==> config.mk <==
export PLATFORM = sky130hd
export DESIGN_NAME = obdd_ctrl
export DESIGN_NICKNAME = d
export VERILOG_FILES = /design/src/rtl/core/obdd_pkg.sv /design/src/rtl/core/obdd_ctrl.sv
export SDC_FILE = /design/constraint.sdc
export NUM_CORES = 1
export LEC_CHECK = 0
export ABC_AREA = 1
export BUFFER_PORTS_ARGS = -buffer_cell sky130_fd_sc_hd__buf_2
export CORE_MARGIN = 3
export CORE_UTILIZATION = 45
export DETAILED_ROUTE_END_ITERATION = 10
export GPL_TIMING_DRIVEN = 0
export PLACE_DENSITY = 0.7
export SYNTH_ARGS = -nofsm -noshare
export SYNTH_HDL_FRONTEND = slang
export SYNTH_SLANG_ARGS = --single-unit
==> constraint.sdc <==
create_clock -name i_clk -period 3.7 [get_ports i_clk]
set_clock_uncertainty 0.2 [all_clocks]
set_input_delay 0.74 -clock i_clk [delete_from_list [all_inputs] [get_ports i_clk]]
set_output_delay 0.74 -clock i_clk [all_outputs]
set_load 0.02 [all_outputs]
==> src/rtl/core/obdd_pkg.sv <==
// ----------------------------------------------------------------------------
// obdd_pkg
// shared types and constants of the order book density detector
// ----------------------------------------------------------------------------
package obdd_pkg;

    localparam int IN_TDATA_W  = 96;
    localparam int OUT_TDATA_W = 160;
    localparam int OUT_TUSER_W = 2;
    localparam int CFG_DATA_W  = 64;
    localparam int CFG_IDX_W   = 2;

    // distance and significance result fields are saturated at this width
    localparam int            SAT_W   = 16;
    localparam logic [15:0]   SAT_MAX = 16'hFFFF;

    // distance in basis points: |price - mid| * 10000 / mid
    localparam int DIST_SCALE = 10000;
    localparam int DIST_NUM_W = 46;

    localparam logic [5:0]  SCAN_DEPTH_RST = 6'd20;
    localparam logic [15:0] THRESHOLD_RST  = 16'd768;
    localparam logic [63:0] MIN_QUOTE_RST  = 64'd0;

    typedef enum logic [CFG_IDX_W-1:0] {
        CFG_SCAN_DEPTH = 2'd0,
        CFG_THRESHOLD  = 2'd1,
        CFG_MIN_QUOTE  = 2'd2
    } t_cfg_idx;

    typedef struct packed {
        logic load;
        logic clr_store;
        logic clr_book;
        logic side_first;
        logic side_next;
        logic idx_inc;
        logic rd;
        logic mul;
        logic cmp;
        logic div_start;
        logic div_sel;
        logic lat_dist;
        logic lat_sig;
        logic insert;
        logic out_inc;
        logic out_clr;
    } t_cmd;

    typedef struct packed {
        logic book_ok;
        logic side_ok;
        logic side_ask;
        logic idx_end;
        logic div_done;
        logic pass;
        logic out_last;
    } t_sts;

endpackage

==> src/rtl/core/obdd_ctrl.sv <==
// ----------------------------------------------------------------------------
// obdd_ctrl
// sequencer for load, end-of-book scan, division and result transfer
// ----------------------------------------------------------------------------
module obdd_ctrl (
    input  logic           i_clk,
    input  logic           i_rst_n,
    input  logic           i_s_tvalid,
    input  logic           i_s_tlast,
    input  logic           i_m_tready,
    input  obdd_pkg::t_sts i_sts,
    output logic           o_s_tready,
    output logic           o_m_tvalid,
    output obdd_pkg::t_cmd o_cmd
);
    import obdd_pkg::*;

    typedef enum logic [10:0] {
        S_LOAD  = 11'b00000000001,
        S_START = 11'b00000000010,
        S_SIDE  = 11'b00000000100,
        S_RD    = 11'b00000001000,
        S_MUL   = 11'b00000010000,
        S_CMP   = 11'b00000100000,
        S_DST   = 11'b00001000000,
        S_DW    = 11'b00010000000,
        S_SST   = 11'b00100000000,
        S_SW    = 11'b01000000000,
        S_OUT   = 11'b10000000000
    } t_state;

    t_state r_state;
    t_state n_state;
    logic   r_ins_pend;

    always_ff @(posedge i_clk) begin
        if (!i_rst_n) begin
            r_state <= S_LOAD;
        end else begin
            r_state <= n_state;
        end
    end

    always_comb begin
        n_state = r_state;
        o_cmd   = '0;
        unique case (r_state)
            S_LOAD: begin
                if (i_s_tvalid) begin
                    o_cmd.load = 1'b1;
                    if (i_s_tlast) begin
                        n_state = S_START;
                    end
                end
            end
            S_START: begin
                o_cmd.clr_store  = 1'b1;
                o_cmd.side_first = 1'b1;
                if (i_sts.book_ok) begin
                    n_state = S_SIDE;
                end else begin
                    o_cmd.clr_book = 1'b1;
                    n_state        = S_OUT;
                end
            end
            S_SIDE: begin
                if (i_sts.side_ok) begin
                    n_state = S_RD;
                end else if (i_sts.side_ask) begin
                    o_cmd.clr_book = 1'b1;
                    n_state        = S_OUT;
                end else begin
                    o_cmd.side_next = 1'b1;
                end
            end
            S_RD: begin
                o_cmd.rd = 1'b1;
                n_state  = S_MUL;
            end
            S_MUL: begin
                o_cmd.mul = 1'b1;
                n_state   = S_CMP;
            end
            S_CMP: begin
                o_cmd.cmp = 1'b1;
                n_state   = S_DST;
            end
            S_DST: begin
                o_cmd.insert = r_ins_pend;
                if (i_sts.pass && !r_ins_pend) begin
                    o_cmd.div_start = 1'b1;
                    n_state         = S_DW;
                end else if (!i_sts.idx_end) begin
                    o_cmd.idx_inc = 1'b1;
                    n_state       = S_RD;
                end else if (i_sts.side_ask) begin
                    o_cmd.clr_book = 1'b1;
                    n_state        = S_OUT;
                end else begin
                    o_cmd.side_next = 1'b1;
                    n_state         = S_SIDE;
                end
            end
            S_DW: begin
                if (i_sts.div_done) begin
                    o_cmd.lat_dist = 1'b1;
                    n_state        = S_SST;
                end
            end
            S_SST: begin
                o_cmd.div_start = 1'b1;
                o_cmd.div_sel   = 1'b1;
                n_state         = S_SW;
            end
            S_SW: begin
                o_cmd.div_sel = 1'b1;
                if (i_sts.div_done) begin
                    o_cmd.lat_sig = 1'b1;
                    // the store takes the level in the next cycle, in S_DST, then the next level
                    n_state       = S_DST;
                end
            end
            S_OUT: begin
                if (i_m_tready) begin
                    if (i_sts.out_last) begin
                        o_cmd.out_clr = 1'b1;
                        n_state       = S_LOAD;
                    end else begin
                        o_cmd.out_inc = 1'b1;
                    end
                end
            end
            default: n_state = S_LOAD;
        endcase
    end

    assign o_s_tready = r_state == S_LOAD;
    assign o_m_tvalid = r_state == S_OUT;

    // insert after the significance is latched, with pass already consumed
    always_ff @(posedge i_clk) begin
        if (!i_rst_n) begin
            r_ins_pend <= 1'b0;
        end else begin
            r_ins_pend <= (r_state == S_SW) && i_sts.div_done;
        end
    end

    assert property (@(posedge i_clk) disable iff (!i_rst_n)
        !(o_s_tready && o_m_tvalid))
        else $error("input and output handshakes open together");

    assert property (@(posedge i_clk) disable iff (!i_rst_n)
        i_sts.div_done |-> (r_state == S_DW || r_state == S_SW))
        else $error("divider finished outside a wait state");

    assert property (@(posedge i_clk) disable iff (!i_rst_n)
        (o_m_tvalid && i_m_tready && i_sts.out_last) |=> o_s_tready)
        else $error("no return to load after the final result transfer");

endmodule

Word-level counts from Yosys, hierarchy flattened. Index checks and enable logic that the tools add are counted.

Muxes and demuxes: 43. Equal/unequal tests: 18. Reductions and logical operators: 5.

Operators by type and width (count): two-way mux 11 bit (12); one-hot mux 11 bit (11 select lines) (1); two-way mux 1 bit (24); != test 2 bit (second input constant) (6); equality test 11 x 1 -> 1 bit (second input constant) (1); equality test 11 x 10 -> 1 bit (second input constant) (1); equality test 11 bit (second input constant) (1); equality test 11 x 2 -> 1 bit (second input constant) (1); equality test 11 x 3 -> 1 bit (second input constant) (1); equality test 11 x 4 -> 1 bit (second input constant) (1); equality test 11 x 5 -> 1 bit (second input constant) (1); equality test 11 x 6 -> 1 bit (second input constant) (1); equality test 11 x 7 -> 1 bit (second input constant) (1); equality test 11 x 8 -> 1 bit (second input constant) (1); equality test 11 x 9 -> 1 bit (second input constant) (1); AND reduction 7 bit (1); two-way mux 2 bit (3); one-hot mux 1 bit (2 select lines) (2); != test 3 bit (second input constant) (1); one-hot mux 1 bit (3 select lines) (1); logical AND 1 bit (2); OR reduction 2 bit (1); logical NOT 1 bit (1).

Output and inout port bits: 18. Input port bits: 12. Register bits: 12. Logic and storage cells: 68.

Depth between registers and ports, before layout.
Depth in word-level cells: 4. Gate-level depth with buffers: 11. Mapped depth without buffers: 11.

Worst setup path before layout. Ideal clock, no wire load.

Kind: input port to output port. Start point: input port i_sts[1] in the netlist's numbering. End point: output port o_cmd[10] in the netlist's numbering. Required time: 2.760 ns. Path buffers: 0. Stages on the path: 6. Path slack: 1.402 ns. Arrival time: 1.358 ns. Path through: inv_1 -> nor2_1 -> nor2_4 -> inv_2 -> or2_4 -> inv_1.

RTL lines: from (decl) (line obdd_ctrl.sv:11) `input obdd_pkg::t_sts i_sts,`; to (decl) (line obdd_ctrl.sv:14) `output obdd_pkg::t_cmd o_cmd`.

==> flow_summary.json <==
{
  "slew_headroom_pct": 68.8,
  "clk_latency_ns": 0.27,
  "ff2ff_path_depth": 10,
  "synth.yosys.seq_area_share_pct": 26.8,
  "final-setup-viol-count": 0,
  "grt_use_total_pct": 19.2,
  "finalPower_mw": 0.583,
  "endpoint": "o_cmd[10]",
  "drive_gt1_share_pct": 26.6,
  "path_class": "reg2out",
  "fp.dieW_um": 50.6,
  "clock_sinks": 12,
  "slew_viol_final": 0,
  "ctsHoldBuffers": 0,
  "max_freq_ghz": 0.377,
  "cts_tree": "done",
  "cts_root_buf": "clkbuf_4",
  "ys_ff_latch": 12,
  "yosys.area.top_type_share_pct": 26.8,
  "clock_path_buffers": 2,
  "syn-num-nets": 168,
  "crit_top_cell": "nor2_4",
  "post_cts_buffers": 0,
  "grt_setup_unrepaired": "no",
  "cp.arrival_ns": 1.71,
  "finalCriticalPeriod_ns": 2.65,
  "drtIter0Drc": 28,
  "numCtsBuffers": 3,
  "worstReg2RegEnd": "r_state[0]",
  "grt_pass1_wl_um": 3760,
  "r2r-start": "r_state[0]",
  "critPathTopFamily": "simple AND/OR/NAND/NOR gates",
  "worst_pin_slew_ns": 0.469,
  "grt_pass1_vias": 900,
  "syn_avg_cell_area_um2": 5.74,
  "status": "complete, no violations",
  "gp_congestion": 0.866,
  "die_area_um2": 2560,
  "cp-start-kind": "register",
  "synthCells": 156,
  "critPathMaxFanout": 5,
  "area_growth_pct": 22.2,
  "postLayoutCellArea_um2": 1090,
  "grt-ovfl-total": 0,
  "core_um2": 1800,
  "crit_cells": 9,
  "cts_resized": 0,
  "dp.final_hpwl_um": 1770,
  "hold_violations": 0,
  "vias_per_cell": 4.60,
  "slowest_delay_ns": 0.34,
  "drc": 0,
  "dpl_cell_area_um2": 1070,
  "yosys_warnings": 0,
  "final_nets": 202,
  "r2r_slack_ns": 1.99,
  "syn_area_um2": 896,
  "synth.top_cells.by_area": "dfxtp_1 (27%), nand2_1 (18%), inv_1 (16%)",
  "drv_cap": 0,
  "powerDensity_nw_per_um2": 533,
  "period_share_pct": 71.7,
  "final_common_cell": "nand2_1",
  "crit_chain": "nor2_1 -> nand2_2 -> nor2_4 -> nand2_4 -> nor2_4 -> inv_2 -> or2_4 -> inv_1 -> buf_2",
  "vias": 980,
  "synth_cell_type_count": 19,
  "drtPass1Iterations": 5,
  "end_kind": "primary output",
  "initial_utilization_pct": 49.7,
  "antenna_found_initial": 0,
  "grt_max_degree": 11,
  "irDropWorstVdd_mv": 0.446,
  "ios": 30,
  "port-buffer-count": 29,
  "crit_start": "r_state[0]",
  "clk_pin_slew_ns": 0.08,
  "final_cell_mix": "nand2_1 (42), inv_1 (37), buf_2 (29)",
  "p_leak_nw": 0.766,
  "die-height_um": 50.6,
  "hold_class": "reg2reg",
  "cp_slowest_cell": "dfxtp_1",
  "wl_um": 2110,
  "ant_nets": 0,
  "critical_path_buf_inv_count": 3,
  "n_antenna_cell": 0,
  "wl_per_cell_um": 9.88,
  "synth_area_leader_cell": "dfxtp_1",
  "core.rowCount": 15,
  "htree_levels": 1,
  "tns_ns": 0,
  "required_ns": 2.76
}
[synth_stat cells]
cell       n
clkbuf_1   1
inv_1     37
dfxtp_1   12
o211ai_1   1
a21oi_2    1
nand2_4    1
nand3_2    1
nand2_1   42
inv_2      2
nor2_1    23
nor3_1     7
or2_2      1
nand3_1   12
nand4_1    3
nor2_4     5
nor2_2     1
nand2_2    4
or2_4      1
buf_4      1
[metrics by stage]
| step | setup slack, ns | utilization (%) | hold slack, ns | std cells |
|---|---|---|---|---|
| global placement | 1.23 | 59.5 | 0.350 | 210 |
| floorplan | 1.40 | - | 0.321 | 156 |
| global route | 0.918 | 60.8 | 0.433 | 213 |
| CTS | 1.04 | 60.8 | 0.370 | 213 |
| detailed placement | 1.22 | 59.5 | 0.358 | 210 |
| finish | 1.05 | 60.8 | 0.368 | 213 |
[tightest hold or removal path, cell delays in order (launching register included)]
cell	delay [ns]
dfxtp_1	0.33
inv_1	0.07
nand2_1	0.05
nand2_1	0.05
nor2_1	0.03
[worst min-delay path by stage]
stage                 end       start  cells after the start  slack, ns
6_report       r_state[7]  r_state[7]                      4       0.37
5_1_grt        r_state[9]  r_state[9]                      4       0.43
4_1_cts        r_state[7]  r_state[7]                      4       0.37
3_5_place_dp   r_state[7]  r_state[7]                      4       0.36
3_3_place_gp   r_state[7]  r_state[7]                      4       0.35
2_1_floorplan  r_state[7]  r_state[7]                      4       0.32
[report_power, final]
group | switching [mW] | leakage (nW) | internal (mW)
combinational | 0.230 | 0.655 | 0.107
clock | 0.0425 | 0.0138 | 0.0376
sequential | 0.0172 | 0.0974 | 0.149
[sequential cells by signal, indices dropped and copies added (netlist names)]
| register | flops |
|---|---|
| r_ins_pend | 1 |
| r_state | 11 |
[area by class of cell]
class / count / area [um^2]
Fill cell: 198 / 707
Multi-Input combinational cell: 103 / 498
Sequential cell: 12 / 240
Inverter: 39 / 146
Timing Repair Buffer: 29 / 145
Tap cell: 25 / 31.3
Clock buffer: 3 / 22.5
Buffer: 2 / 11.3
[kinds of logic (layout without fill, tap and decap cells)]
| group | Yosys count | count (layout) | synth area share [%] |
|---|---|---|---|
| flip-flops | 12 | 12 | 26.8 |
| buffers and inverters | 41 | 73 | 17.6 |
| AND/OR/NAND/NOR | 101 | 101 | 53.8 |
| AO/OA/AOI/OAI | 2 | 2 | 1.82 |
[layer usage]
layer	up-vias	GRT usage (%)	wire length, um
met1	413	24.5	954
met5	-	0	0
met4	0	5.38	20
met2	38	32.6	983
met3	4	3.56	146
li1	525	-	-
Note: power is estimated with default switching activity, not from simulation.
